`src/rtl/slfr_pkg.sv`:
```
// ----------------------------------------------------------------------------
// slfr_pkg
// Types and constants shared by the sync/length frame receiver files.
// ----------------------------------------------------------------------------
package slfr_pkg;

    // configuration register indexes
    localparam int unsigned CFG_IDX_W = 2;
    localparam int unsigned CFG_DATA_W = 32;

    localparam logic [CFG_IDX_W-1:0] CFG_SYNC_FIRST   = 2'd0;
    localparam logic [CFG_IDX_W-1:0] CFG_SYNC_SECOND  = 2'd1;
    localparam logic [CFG_IDX_W-1:0] CFG_MAX_PAYLOAD  = 2'd2;
    localparam logic [CFG_IDX_W-1:0] CFG_MAX_NAME     = 2'd3;

    // configuration reset values
    localparam logic [7:0]  RST_SYNC_FIRST  = 8'd170;
    localparam logic [7:0]  RST_SYNC_SECOND = 8'd85;
    localparam logic [31:0] RST_MAX_PAYLOAD = 32'd1048576;
    localparam logic [7:0]  RST_MAX_NAME    = 8'd32;

    // length field: four bytes, little endian
    localparam int unsigned LEN_BYTES = 4;
    localparam int unsigned LEN_IDX_W = $clog2(LEN_BYTES);
    localparam logic [LEN_IDX_W-1:0] LEN_LAST = LEN_IDX_W'(LEN_BYTES - 1);

    // byte class codes
    localparam logic [1:0] CLS_HEADER  = 2'd0;
    localparam logic [1:0] CLS_NAME    = 2'd1;
    localparam logic [1:0] CLS_PAYLOAD = 2'd2;

    typedef enum logic [6:0] {
        PH_SYNC1 = 7'b0000001,
        PH_SYNC2 = 7'b0000010,
        PH_LEN   = 7'b0000100,
        PH_CHAN  = 7'b0001000,
        PH_NLEN  = 7'b0010000,
        PH_NAME  = 7'b0100000,
        PH_DATA  = 7'b1000000
    } t_phase;

    typedef struct packed {
        logic [7:0]  sync_first;
        logic [7:0]  sync_second;
        logic [31:0] max_payload_length;
        logic [7:0]  max_name_length;
    } t_cfg;

    typedef struct packed {
        logic [7:0]  out_byte;
        logic [1:0]  byte_class;
        logic        frame_open;
        logic        frame_done;
        logic        length_error;
        logic [3:0]  channel_out;
        logic [31:0] payload_length;
        logic [31:0] frame_number;
    } t_result;

endpackage

```
`src/rtl/slfr_rx_if.sv`:
```
// ----------------------------------------------------------------------------
// slfr_rx_if
// Received byte channel: valid/ready handshake with one byte per item.
// ----------------------------------------------------------------------------
interface slfr_rx_if;
    logic       valid;
    logic       ready;
    logic [7:0] rx_byte;

    modport source (output valid, output rx_byte, input ready);
    modport sink   (input valid, input rx_byte, output ready);
endinterface

```
`src/rtl/slfr_res_if.sv`:
```
// ----------------------------------------------------------------------------
// slfr_res_if
// Result channel: valid/ready handshake with the parsed byte and frame status.
// ----------------------------------------------------------------------------
interface slfr_res_if;
    logic        valid;
    logic        ready;
    logic [7:0]  out_byte;
    logic [1:0]  byte_class;
    logic        frame_open;
    logic        frame_done;
    logic        length_error;
    logic [3:0]  channel_out;
    logic [31:0] payload_length;
    logic [31:0] frame_number;

    modport source (
        output valid, output out_byte, output byte_class, output frame_open,
        output frame_done, output length_error, output channel_out,
        output payload_length, output frame_number, input ready
    );
    modport sink (
        input valid, input out_byte, input byte_class, input frame_open,
        input frame_done, input length_error, input channel_out,
        input payload_length, input frame_number, output ready
    );
endinterface

```
`src/rtl/slfr_cfg_if.sv`:
```
// ----------------------------------------------------------------------------
// slfr_cfg_if
// Configuration write channel: register index and write data.
// ----------------------------------------------------------------------------
interface slfr_cfg_if;
    logic                                valid;
    logic                                ready;
    logic [slfr_pkg::CFG_IDX_W-1:0]      index;
    logic [slfr_pkg::CFG_DATA_W-1:0]     data;

    modport source (output valid, output index, output data, input ready);
    modport sink   (input valid, input index, input data, output ready);
endinterface

```
`src/rtl/slfr_parser.sv`:
```
// ----------------------------------------------------------------------------
// slfr_parser
// Frame parse state machine: one byte per step, one result per byte.
// ----------------------------------------------------------------------------
module slfr_parser (
    input  logic              i_clk,
    input  logic              i_rst_n,
    input  slfr_pkg::t_cfg    i_cfg,
    input  logic              i_step,
    input  logic [7:0]        i_rx_byte,
    output slfr_pkg::t_result o_result
);

    slfr_pkg::t_phase                   r_phase, n_phase;
    logic [slfr_pkg::LEN_IDX_W-1:0]     r_len_idx, n_len_idx;
    logic [31:0]                        r_len_accum, n_len_accum;
    logic [3:0]                         r_channel, n_channel;
    logic [7:0]                         r_name_len, n_name_len;
    logic [7:0]                         r_name_idx, n_name_idx;
    logic [31:0]                        r_pay_count, n_pay_count;
    logic [31:0]                        r_frame_cnt, n_frame_cnt;

    logic [1:0]  cls;
    logic        open, done, lerr;
    logic [31:0] fnum;
    logic [31:0] plen;
    logic [31:0] byte_lane;
    logic [7:0]  name_clamp;

    always_comb begin
        n_phase     = r_phase;
        n_len_idx   = r_len_idx;
        n_len_accum = r_len_accum;
        n_channel   = r_channel;
        n_name_len  = r_name_len;
        n_name_idx  = r_name_idx;
        n_pay_count = r_pay_count;
        n_frame_cnt = r_frame_cnt;
        cls         = slfr_pkg::CLS_HEADER;
        open        = 1'b0;
        done        = 1'b0;
        lerr        = 1'b0;
        fnum        = 32'd0;
        name_clamp  = (i_rx_byte > i_cfg.max_name_length) ?
                      i_cfg.max_name_length : i_rx_byte;

        // place the length byte in its lane
        case (r_len_idx)
            2'd0:    byte_lane = {24'd0, i_rx_byte};
            2'd1:    byte_lane = {16'd0, i_rx_byte, 8'd0};
            2'd2:    byte_lane = {8'd0, i_rx_byte, 16'd0};
            default: byte_lane = {i_rx_byte, 24'd0};
        endcase

        case (r_phase)
            slfr_pkg::PH_SYNC2: begin
                if (i_rx_byte == i_cfg.sync_second) begin
                    n_phase   = slfr_pkg::PH_LEN;
                    n_len_idx = '0;
                end else if (i_rx_byte != i_cfg.sync_first) begin
                    n_phase = slfr_pkg::PH_SYNC1;
                end
            end
            slfr_pkg::PH_LEN: begin
                n_len_accum = (r_len_idx == '0) ? byte_lane : (r_len_accum | byte_lane);
                n_len_idx   = r_len_idx + 1'b1;
                if (r_len_idx == slfr_pkg::LEN_LAST) begin
                    if (n_len_accum == 32'd0 || n_len_accum > i_cfg.max_payload_length) begin
                        lerr = 1'b1;
                    end else begin
                        n_phase = slfr_pkg::PH_CHAN;
                    end
                end
            end
            slfr_pkg::PH_CHAN: begin
                n_channel = i_rx_byte[3:0];
                n_phase   = slfr_pkg::PH_NLEN;
            end
            slfr_pkg::PH_NLEN: begin
                n_name_len = name_clamp;
                n_name_idx = 8'd0;
                if (name_clamp == 8'd0) begin
                    open = 1'b1;
                end else begin
                    n_phase = slfr_pkg::PH_NAME;
                end
            end
            slfr_pkg::PH_NAME: begin
                cls        = slfr_pkg::CLS_NAME;
                n_name_idx = r_name_idx + 8'd1;
                if (n_name_idx >= r_name_len) begin
                    open = 1'b1;
                end
            end
            slfr_pkg::PH_DATA: begin
                cls         = slfr_pkg::CLS_PAYLOAD;
                fnum        = r_frame_cnt - 32'd1;
                n_pay_count = r_pay_count + 32'd1;
                if (n_pay_count >= r_len_accum) begin
                    done = 1'b1;
                end
            end
            default: begin
                n_phase = (i_rx_byte == i_cfg.sync_first) ?
                          slfr_pkg::PH_SYNC2 : slfr_pkg::PH_SYNC1;
            end
        endcase

        if (open) begin
            fnum        = r_frame_cnt;
            n_frame_cnt = r_frame_cnt + 32'd1;
            n_pay_count = 32'd0;
            n_phase     = slfr_pkg::PH_DATA;
        end

        plen = n_len_accum;

        // drop the frame state and restart the hunt
        if (lerr || done) begin
            n_phase     = slfr_pkg::PH_SYNC1;
            n_len_idx   = '0;
            n_len_accum = 32'd0;
            n_name_len  = 8'd0;
            n_name_idx  = 8'd0;
            n_pay_count = 32'd0;
        end

        o_result.out_byte       = (cls != slfr_pkg::CLS_HEADER) ? i_rx_byte : 8'd0;
        o_result.byte_class     = cls;
        o_result.frame_open     = open;
        o_result.frame_done     = done;
        o_result.length_error   = lerr;
        o_result.channel_out    = n_channel;
        o_result.payload_length = plen;
        o_result.frame_number   = fnum;
    end

    always_ff @(posedge i_clk) begin
        if (!i_rst_n) begin
            r_phase     <= slfr_pkg::PH_SYNC1;
            r_len_idx   <= '0;
            r_len_accum <= 32'd0;
            r_channel   <= 4'd0;
            r_name_len  <= 8'd0;
            r_name_idx  <= 8'd0;
            r_pay_count <= 32'd0;
            r_frame_cnt <= 32'd0;
        end else if (i_step) begin
            r_phase     <= n_phase;
            r_len_idx   <= n_len_idx;
            r_len_accum <= n_len_accum;
            r_channel   <= n_channel;
            r_name_len  <= n_name_len;
            r_name_idx  <= n_name_idx;
            r_pay_count <= n_pay_count;
            r_frame_cnt <= n_frame_cnt;
        end
    end

endmodule

```
`src/rtl/sync_length_frame_receiver_top.sv`:
```
// Receives one byte per item, hunts for the two sync bytes, reads a 4-byte
// little-endian length, a channel byte and a name-length byte, then passes
// the name and payload bytes out tagged by class. Every accepted byte gives
// exactly one result item, registered and shown in the cycle after acceptance.
// The block takes one item per cycle unless the result channel stalls: the rx
// channel is ready whenever the result register is empty or its item is being
// taken in the same cycle, so throughput is set only by the consumer of the
// result channel. The whole parse step is a single pass of compares and 32-bit
// counters between the state registers. Configuration writes are always
// accepted (ready is high) and take effect on the next byte.
// ----------------------------------------------------------------------------
// sync_length_frame_receiver_top
// Sync/length prefixed frame receiver: config registers, parser, result
// register.
// ----------------------------------------------------------------------------
module sync_length_frame_receiver_top (
    input  logic       i_clk,
    input  logic       i_rst_n,
    slfr_cfg_if.sink   i_cfg,
    slfr_rx_if.sink    i_rx,
    slfr_res_if.source o_res
);

    slfr_pkg::t_cfg    r_cfg;
    slfr_pkg::t_result step_result;
    slfr_pkg::t_result r_result;
    logic              r_out_valid;
    logic              rx_ready;
    logic              step;

    assign i_cfg.ready = 1'b1;

    always_ff @(posedge i_clk) begin
        if (!i_rst_n) begin
            r_cfg.sync_first         <= slfr_pkg::RST_SYNC_FIRST;
            r_cfg.sync_second        <= slfr_pkg::RST_SYNC_SECOND;
            r_cfg.max_payload_length <= slfr_pkg::RST_MAX_PAYLOAD;
            r_cfg.max_name_length    <= slfr_pkg::RST_MAX_NAME;
        end else if (i_cfg.valid) begin
            case (i_cfg.index)
                slfr_pkg::CFG_SYNC_FIRST:  r_cfg.sync_first         <= i_cfg.data[7:0];
                slfr_pkg::CFG_SYNC_SECOND: r_cfg.sync_second        <= i_cfg.data[7:0];
                slfr_pkg::CFG_MAX_PAYLOAD: r_cfg.max_payload_length <= i_cfg.data[31:0];
                slfr_pkg::CFG_MAX_NAME:    r_cfg.max_name_length    <= i_cfg.data[7:0];
                default: ;
            endcase
        end
    end

    // accept while the result register is free or draining
    assign rx_ready   = !r_out_valid || o_res.ready;
    assign i_rx.ready = rx_ready;
    assign step       = i_rx.valid && rx_ready;

    slfr_parser u_parser (
        .i_clk     (i_clk),
        .i_rst_n   (i_rst_n),
        .i_cfg     (r_cfg),
        .i_step    (step),
        .i_rx_byte (i_rx.rx_byte),
        .o_result  (step_result)
    );

    always_ff @(posedge i_clk) begin
        if (!i_rst_n) begin
            r_out_valid <= 1'b0;
        end else if (rx_ready) begin
            r_out_valid <= i_rx.valid;
        end
    end

    always_ff @(posedge i_clk) begin
        if (step) begin
            r_result <= step_result;
        end
    end

    assign o_res.valid          = r_out_valid;
    assign o_res.out_byte       = r_result.out_byte;
    assign o_res.byte_class     = r_result.byte_class;
    assign o_res.frame_open     = r_result.frame_open;
    assign o_res.frame_done     = r_result.frame_done;
    assign o_res.length_error   = r_result.length_error;
    assign o_res.channel_out    = r_result.channel_out;
    assign o_res.payload_length = r_result.payload_length;
    assign o_res.frame_number   = r_result.frame_number;

endmodule

```
`src/flat_wrapper.sv`:
```
// flat-port wrapper written by rule: the top's interface ports become plain ports
module sync_length_frame_receiver_top_flat 
  (i_clk, i_rst_n, i_cfg_valid, i_cfg_index, i_cfg_data, i_cfg_ready, i_rx_valid, i_rx_rx_byte, i_rx_ready, o_res_valid, o_res_out_byte, o_res_byte_class, o_res_frame_open, o_res_frame_done, o_res_length_error, o_res_channel_out, o_res_payload_length, o_res_frame_number, o_res_ready);
  slfr_cfg_if i_cfg_i ();
  slfr_rx_if i_rx_i ();
  slfr_res_if o_res_i ();
  input  logic i_clk;
  input  logic i_rst_n;
  input wire logic [$bits(i_cfg_i.valid)-1:0] i_cfg_valid;
  input wire logic [$bits(i_cfg_i.index)-1:0] i_cfg_index;
  input wire logic [$bits(i_cfg_i.data)-1:0] i_cfg_data;
  output wire logic [$bits(i_cfg_i.ready)-1:0] i_cfg_ready;
  input wire logic [$bits(i_rx_i.valid)-1:0] i_rx_valid;
  input wire logic [$bits(i_rx_i.rx_byte)-1:0] i_rx_rx_byte;
  output wire logic [$bits(i_rx_i.ready)-1:0] i_rx_ready;
  output wire logic [$bits(o_res_i.valid)-1:0] o_res_valid;
  output wire logic [$bits(o_res_i.out_byte)-1:0] o_res_out_byte;
  output wire logic [$bits(o_res_i.byte_class)-1:0] o_res_byte_class;
  output wire logic [$bits(o_res_i.frame_open)-1:0] o_res_frame_open;
  output wire logic [$bits(o_res_i.frame_done)-1:0] o_res_frame_done;
  output wire logic [$bits(o_res_i.length_error)-1:0] o_res_length_error;
  output wire logic [$bits(o_res_i.channel_out)-1:0] o_res_channel_out;
  output wire logic [$bits(o_res_i.payload_length)-1:0] o_res_payload_length;
  output wire logic [$bits(o_res_i.frame_number)-1:0] o_res_frame_number;
  input wire logic [$bits(o_res_i.ready)-1:0] o_res_ready;
  assign i_cfg_i.valid = i_cfg_valid;
  assign i_cfg_i.index = i_cfg_index;
  assign i_cfg_i.data = i_cfg_data;
  assign i_cfg_ready = i_cfg_i.ready;
  assign i_rx_i.valid = i_rx_valid;
  assign i_rx_i.rx_byte = i_rx_rx_byte;
  assign i_rx_ready = i_rx_i.ready;
  assign o_res_valid = o_res_i.valid;
  assign o_res_out_byte = o_res_i.out_byte;
  assign o_res_byte_class = o_res_i.byte_class;
  assign o_res_frame_open = o_res_i.frame_open;
  assign o_res_frame_done = o_res_i.frame_done;
  assign o_res_length_error = o_res_i.length_error;
  assign o_res_channel_out = o_res_i.channel_out;
  assign o_res_payload_length = o_res_i.payload_length;
  assign o_res_frame_number = o_res_i.frame_number;
  assign o_res_i.ready = o_res_ready;
  sync_length_frame_receiver_top u_core (.i_clk(i_clk), .i_rst_n(i_rst_n), .i_cfg(i_cfg_i), .i_rx(i_rx_i), .o_res(o_res_i));
endmodule
```
`config.mk`:
```
export PLATFORM = sky130hd
export DESIGN_NAME = sync_length_frame_receiver_top_flat
export DESIGN_NICKNAME = d
export VERILOG_FILES = /design/src/rtl/slfr_pkg.sv /design/src/rtl/slfr_rx_if.sv /design/src/rtl/slfr_res_if.sv /design/src/rtl/slfr_cfg_if.sv /design/src/rtl/slfr_parser.sv /design/src/rtl/sync_length_frame_receiver_top.sv /design/src/flat_wrapper.sv
export SDC_FILE = /design/constraint.sdc
export NUM_CORES = 1
export LEC_CHECK = 0
export ABC_AREA = 1
export BUFFER_PORTS_ARGS = -buffer_cell sky130_fd_sc_hd__buf_2
export CAP_MARGIN = 0
export CORE_ASPECT_RATIO = 1.1
export CORE_MARGIN = 2
export CORE_UTILIZATION = 28
export DETAILED_ROUTE_END_ITERATION = 6
export PLACE_DENSITY_LB_ADDON = 0.3
export SLEW_MARGIN = 20
export SYNTH_ARGS = -nofsm -noshare
export SYNTH_HDL_FRONTEND = slang
export SYNTH_HIERARCHICAL = 1
export SYNTH_SLANG_ARGS = --single-unit
```
`constraint.sdc`:
```
create_clock -name i_clk -period 6.8 [get_ports i_clk]
set_input_delay 0.34 -clock i_clk [delete_from_list [all_inputs] [get_ports i_clk]]
set_output_delay 0.34 -clock i_clk [all_outputs]
set_load 0.005 [all_outputs]
```
After elaboration in Yosys (flattened, before gate mapping)
Index checks and enable logic that the tools add are counted.
W data, S select, Z words.

storage, ports and cells
  output and inout bits = 84
  logic and storage cells = 113
  flip-flop bits (word level) = 263
  bits of input ports = 47

cells by class
  add/sub/neg operators = 5
  multiplexer cells = 36
  reduce and logical (&&, ||, !) cells = 25
  bitwise logic cells = 1
  eq/ne operators = 21
  order comparisons = 4

operator list
  cell                     number
  $mux W32                 8
  $pmux W32 S3             1
  $add A32 B1 Y32 const B  2
  $mux W7                  7
  $pmux W7 S5              1
  $ge A32 B32 Y1           1
  $gt A32 B32 Y1           1
  $logic_not A32 Y1        1
  $mux W8                  4
  $or A32 B32 Y32          1
  $sub A32 B1 Y32 const B  1
  $eq A8 B8 Y1             2
  $pmux W8 S2              1
  $reduce_and A2 Y1        8
  $ne A4 B4 Y1 const B     3
  $reduce_bool A3 Y1       3
  $add A8 B1 Y8 const B    1
  $eq A2 B2 Y1 const B     4
  $ge A8 B8 Y1             1
  $gt A8 B8 Y1             1
  $logic_not A8 Y1         1
  $ne A8 B8 Y1             1
  $pmux W2 S2              2
  $eq A7 B2 Y1 const B     1
  other kinds (22)         35

Longest topological paths before layout
  depth after elaboration = 12
  depth in mapped cells = 30
  gate-level depth less buffers = 27

By module
Netlist, hierarchy kept.

by module, submodules not included
  module                          area an instance (µm²)  cells an instance  times used  sequential area each (µm²)
  slfr_parser                     10780.3                 1741               1           2502.4
  sync_length_frame_receiver_top  4790.8                  430                1           3573.4

Worst setup path before layout
No wires, ideal clock.

  kind = input port to flip-flop
  from = in i_rx_valid
  to = reg u_core.u_parser.r_name_idx[5]
  stages = 8
  buffers on the path = 2
  library setup time = 70 ps
  data arrival time = 5916 ps
  slack = 813 ps
  data required time = 6730 ps
  cell sequence = inv_1 > a21oi_1 > buf_2 > inv_1 > clkbuf_1 > nor2_1 > nand2_1 > a21oi_1

on the way
  word-level cells in the longest chain between the ends = 2

RTL lines
  what                         RTL line                              text
  start, declared              flat_wrapper.sv:13                    input wire logic [$bits(i_rx_i.valid)-1:0] i_rx_valid;
  $logic_and A1 B1 Y1          sync_length_frame_receiver_top.sv:53  assign step = i_rx.valid && rx_ready;
  via u_core.step              sync_length_frame_receiver_top.sv:29  logic step;
  $reduce_and A2 Y1 (no line)  -
  end signal, assigned         slfr_parser.sv:154                    r_name_idx <= n_name_idx;
  end, declared                slfr_parser.sv:19                     logic [7:0] r_name_idx, n_name_idx;

The timed path passes the listed nets, and every way through them passes these cells.
A chain may end at the register's enable or synchronous reset.

Worst setup path in the final report
  from = reg u_core.u_parser.r_pay_count[0]
  to = reg u_core.u_parser.r_pay_count[30]

on the way
  word-level cells in the longest chain between the ends = 7
  elaborated cells between the ends (all ways) = 10
  those cells by class = 1 x add/sub; 1 x order compare; 5 x mux; 3 x reduce/logical

RTL lines
  what                          RTL line            text
  start, declared               slfr_parser.sv:20   logic [31:0] r_pay_count, n_pay_count;
  start signal, assigned        slfr_parser.sv:155  r_pay_count <= n_pay_count;
  $add A32 B1 Y32 (*)           slfr_parser.sv:98   n_pay_count = r_pay_count + 32'd1;
  $ge A32 B32 Y1                slfr_parser.sv:99   if (n_pay_count >= r_len_accum) begin
  $mux W1                       slfr_parser.sv:99
  $mux W1                       slfr_parser.sv:55   case (r_phase)
  $logic_or A1 B1 Y1            slfr_parser.sv:119  if (lerr || done) begin
  $reduce_bool A3 Y1 (no line)  -
  $reduce_and A2 Y1 (no line)   -

Mark *: on every way between the ends. The rest lies on a longest branch, timed or not. The select of a mux whose other input is x is not followed.

==> metrics.md <==
| Metric | Value |
|---|---|
| Net count after synthesis | `2,307` |
| Overflow after GRT | `0` |
| Headroom to the max-slew limit | `24.12%` |
| Hold/Removal Path Class | `input port to register` |
| CTS tree | `done` |
| Slowest stage cell, crit path | `clkinv_2` |
| DRC | `0` |
| Register share of total power | `44.8%` |
| Peak Freq | `0.1999 GHz` |
| Final slew viol count | `0` |
| Power Total | `0.003759 W` |
| Area grow syn2layout | `15.56%` |
| Clock-pin slew on the worst setup and hold paths | `0.06 ns` |
| Worst skew pair latency | `0.56 ns` |
| Die Y | `251.3 µm` |
| Area of the core | `0.05495 mm²` |
| CP max FO | `33` |
| Avg Cell Area, Syn | `7.172 µm²` |
| Antenna cells | `0` |
| Final wirelength | `47.51 mm` |
| Sequential fraction of the synthesis area | `39.02%` |
| Die width | `228.8 µm` |
| Dpl ws | `1.805 ns` |
| Largest net degree at the start of global routing | `81` |
| Leakage | `8.078 nW` |
| Count of different cell masters after synthesis | `51` |
| DR pass1 iterations | `5` |
| DP HPWL | `34.70 mm` |
| Vias in the first global route | `13,725` |
| Final setup viols | `0` |
| Share of layout cells above drive strength 1 | `9.599%` |
| Switch share | `25.50%` |
| Setup crit start kind | `register` |
| Kind of critical path | `register to register` |
| Area share of the largest cell type after synthesis | `23.40%` |
| Post-synthesis register bit count | `263` |
| Dominant cells by area after synthesis | `dfxtp_1, edfxtp_1, nand2_1` |
| Combinational share of power | `7.7%` |
| GPL Wtd Cong | `0.9162` |
| RSZ-0062 raised after global routing | `false` |
| Final WS setup | `1.797 ns` |
| Psw | `0.0009584 W` |
| CP top delay family | `simple AND/OR/NAND/NOR gates` |
| IO Pins | `131` |
| Root Buffer | `clkbuf_16` |
| Core Rows | `90` |
| Arrival time worst endpoint | `5.45 ns` |
| Detailed Route Iter0 Violations | `919` |
| Main synth FF type | `dfxtp_1` |
| Total number of H-tree levels | `2` |
| Cell Area, Synth | `0.01557 mm²` |
| Maximum capacitance violations | `0` |
| WHS | `0.04083 ns` |
| Bufs on Longest Clock Path | `3` |
| Peak VDD IR | `0.1395 mV` |
| Via density | `4.710` |
| CP bufs+invs | `2` |
| Hold Fails Final Rpt | `0` |
| Period utilisation layout | `73.58%` |
| Post-CTS Setup Inserts | `0` |
| Fin crit period | `5.003 ns` |
| GRT Overall Usage | `16.36%` |
| Outcome | `complete, no violations` |
| Drt wl/cell | `15.69 µm` |
| DIE AREA | `0.05752 mm²` |
| Fin Setup TNS | `0 ns` |
| Initial Util | `28.34%` |
| Input/output buffers | `129` |
| Clock network power share | `47.5%` |
| Mapped Cells | `2,171` |
| Initial antenna violation count | `1` |
| Via count | `14,263` |
| Crit. End Element | `register` |
| ANT nets after route | `0` |
| Worst-Margin Slew | `1.129 ns` |
| Fill cells | `6,006` |
| Power per cell area | `208.9 mW/mm²` |
| Nets | `2,402` |
| First-pass GRT wire length | `75.10 mm` |
| Biggest area consumer among synthesized cells | `dfxtp_1` |
| Yosys warns | `6` |
| Final Skew | `0.03242 ns` |
| EDFF count, synth | `81` |
| TritonCTS Sinks | `263` |
| Worst EP required | `7.25 ns` |
| Largest stage delay, worst path | `0.56 ns` |
| Total internal power | `0.002800 W` |
| Async S/R FF share, synth | `0%` |
| CTS Buf Count | `34` |
==> cells in the final DEF, fill, tap and decap left out, drive strengths merged, types with 4 or more instances in the layout <==
master       count
o22ai            8
a21oi          176
nand3b           4
and3             4
ha              89
nand4           37
clkbuf          43
o21a            10
inv            295
nor4            20
xnor2           13
a22oi           11
xor2            65
edfxtp          81
dlygate4sd3     21
buf            137
nor2           267
nand2          514
o21ai           99
dfxtp          182
nand3          125
nor3            53
clkinv          14
==> power groups by stage <==
| stage | Sequential [W] | Clock [W] | Combinational, W |
|---|---|---|---|
| finish | 0.00168 | 0.00178 | 0.000289 |
| global route | 0.00169 | 0.00190 | 0.000326 |
| CTS | 0.00169 | 0.00184 | 0.000292 |
| detailed placement | 0.00172 | 0 | 0.000281 |
| floorplan | 0.00172 | 0 | 0.000176 |
| global placement | 0.00172 | 0 | 0.000277 |
==> kinds of logic (layout without fill, tap and decap cells) <==
group	after synthesis	in the layout	synth area share, %
simple gates	1029	1029	28.06
buf+inv	394	515	10.49
compound gates	317	317	10.86
flops	263	263	39.02
fa+ha+maj	89	89	7.151
xor+xnor	78	78	4.387
other cells	1	1	0.02408
==> synthesized netlist by cell type (2+ instances only) <==
| library cell | number |
|---|---|
| buf_6 | 12 |
| nand2_4 | 3 |
| a21o_1 | 3 |
| nand3_1 | 120 |
| and3_1 | 4 |
| nor4_1 | 19 |
| o21ai_1 | 4 |
| inv_4 | 2 |
| inv_1 | 287 |
| dfxtp_1 | 182 |
| buf_4 | 10 |
| xor2_1 | 65 |
| nand2_2 | 6 |
| nand4_1 | 36 |
| nor3b_1 | 3 |
| nor2_2 | 2 |
| edfxtp_1 | 81 |
| buf_2 | 16 |
| o21ai_0 | 94 |
| nor2_1 | 264 |
| or2_2 | 2 |
| a22oi_1 | 10 |
| inv_2 | 5 |
| a211oi_1 | 2 |
| clkbuf_1 | 55 |
| a21oi_1 | 176 |
| o21a_1 | 10 |
| nand3_2 | 4 |
| a31oi_1 | 3 |
| buf_1 | 5 |
| o22ai_1 | 8 |
| nor3_1 | 52 |
| ha_1 | 89 |
| xnor2_1 | 13 |
| nand2_1 | 505 |
| nand3b_1 | 4 |
==> area by class of cell <==
class	instances	area, µm²	area share (%)
clock buffer	43	915.9	5.090
clock inverter	19	178.9	0.9944
multi-input combinational	1514	7873	43.75
inverter	295	1114	6.189
sequential	263	6076	33.77
timing repair buffer	158	915.9	5.090
tap	736	920.9	5.118
==> registers in the layout, indices dropped and copies added, names as in the netlist, 2 cells and up <==
signal,count
u_core/u_parser/r_phase,7
u_core/o_res.byte_class,2
u_core/u_parser/r_channel,4
u_core/o_res.out_byte,8
u_core/u_parser/r_frame_cnt,32
u_core/o_res.frame_number,32
u_core/o_res.channel_out,4
u_core/u_parser/r_name_len,8
u_core/u_parser/r_len_accum,32
u_core/r_cfg,56
u_core/u_parser/r_len_idx,2
u_core/u_parser/r_name_idx,8
u_core/u_parser/r_pay_count,32
u_core/o_res.payload_length,32
==> worst reg2reg max path, stage by stage (launching register included) <==
cell	delay, ns
dfxtp_1	0.41
ha_1	0.22
nand3_1	0.12
nor2_1	0.17
nand3_1	0.17
nor2_1	0.23
nand2_1	0.17
nor2_1	0.20
nand2_1	0.14
nor3_1	0.20
xor2_1	0.23
ha_1	0.26
nand2_1	0.06
nor2_1	0.05
nand2_1	0.09
inv_1	0.04
a21oi_1	0.13
nand3_1	0.11
nand2_1	0.13
nand2_4	0.13
nor2_4	0.14
nand2_2	0.06
nand2_2	0.48
clkinv_2	0.57
o21ai_0	0.32
nor2_1	0.06
==> metrics by stage <==
stage / instance area [µm²] / std cells / utilization (%)
2_1_floorplan: 15570 / 2171 / -
3_3_place_gp: 16690 / 2945 / 30.37
3_5_place_dp: 16690 / 2945 / 30.37
4_1_cts: 17990 / 3028 / 32.74
5_1_grt: 17990 / 3028 / 32.74
6_report: 17990 / 3028 / 32.74
==> timing repair <==
action	in CTS	in global routing
gates resized for setup	0	0
hold buffers	21	0
hold endpoints to repair	21	0
==> per-layer routing <==
| layer | track usage (%) | up-vias | wire length (µm) |
|---|---|---|---|
| met2 | 27.67 | 372 | 22220 |
| met5 | 0 | - | 0 |
| met4 | 6.419 | 0 | 1597 |
| li1 | - | 7212 | - |
| met1 | 20.75 | 6573 | 21470 |
| met3 | 2.790 | 106 | 2214 |
==> final timing paths <==
| path | start | slack [ns] | to | depth (start not counted) |
|---|---|---|---|---|
| hold / removal | i_cfg_data[26] | 0.04 | u_core/r_cfg[34]$_SDFFE_PN0P_ | 3 |
| setup / recovery | u_core/u_parser/r_pay_count[0]$_SDFFE_PN0P_ | 1.80 | u_core/u_parser/r_pay_count[30]$_SDFFE_PN0P_ | 25 |
| hold reg to reg | u_core/u_parser/r_name_len[5]$_SDFFE_PN0P_ | 0.47 | u_core/u_parser/r_name_len[5]$_SDFFE_PN0P_ | 2 |
| setup reg to reg | u_core/u_parser/r_pay_count[0]$_SDFFE_PN0P_ | 1.80 | u_core/u_parser/r_pay_count[30]$_SDFFE_PN0P_ | 25 |
Note: power is estimated with default switching activity, not from simulation.
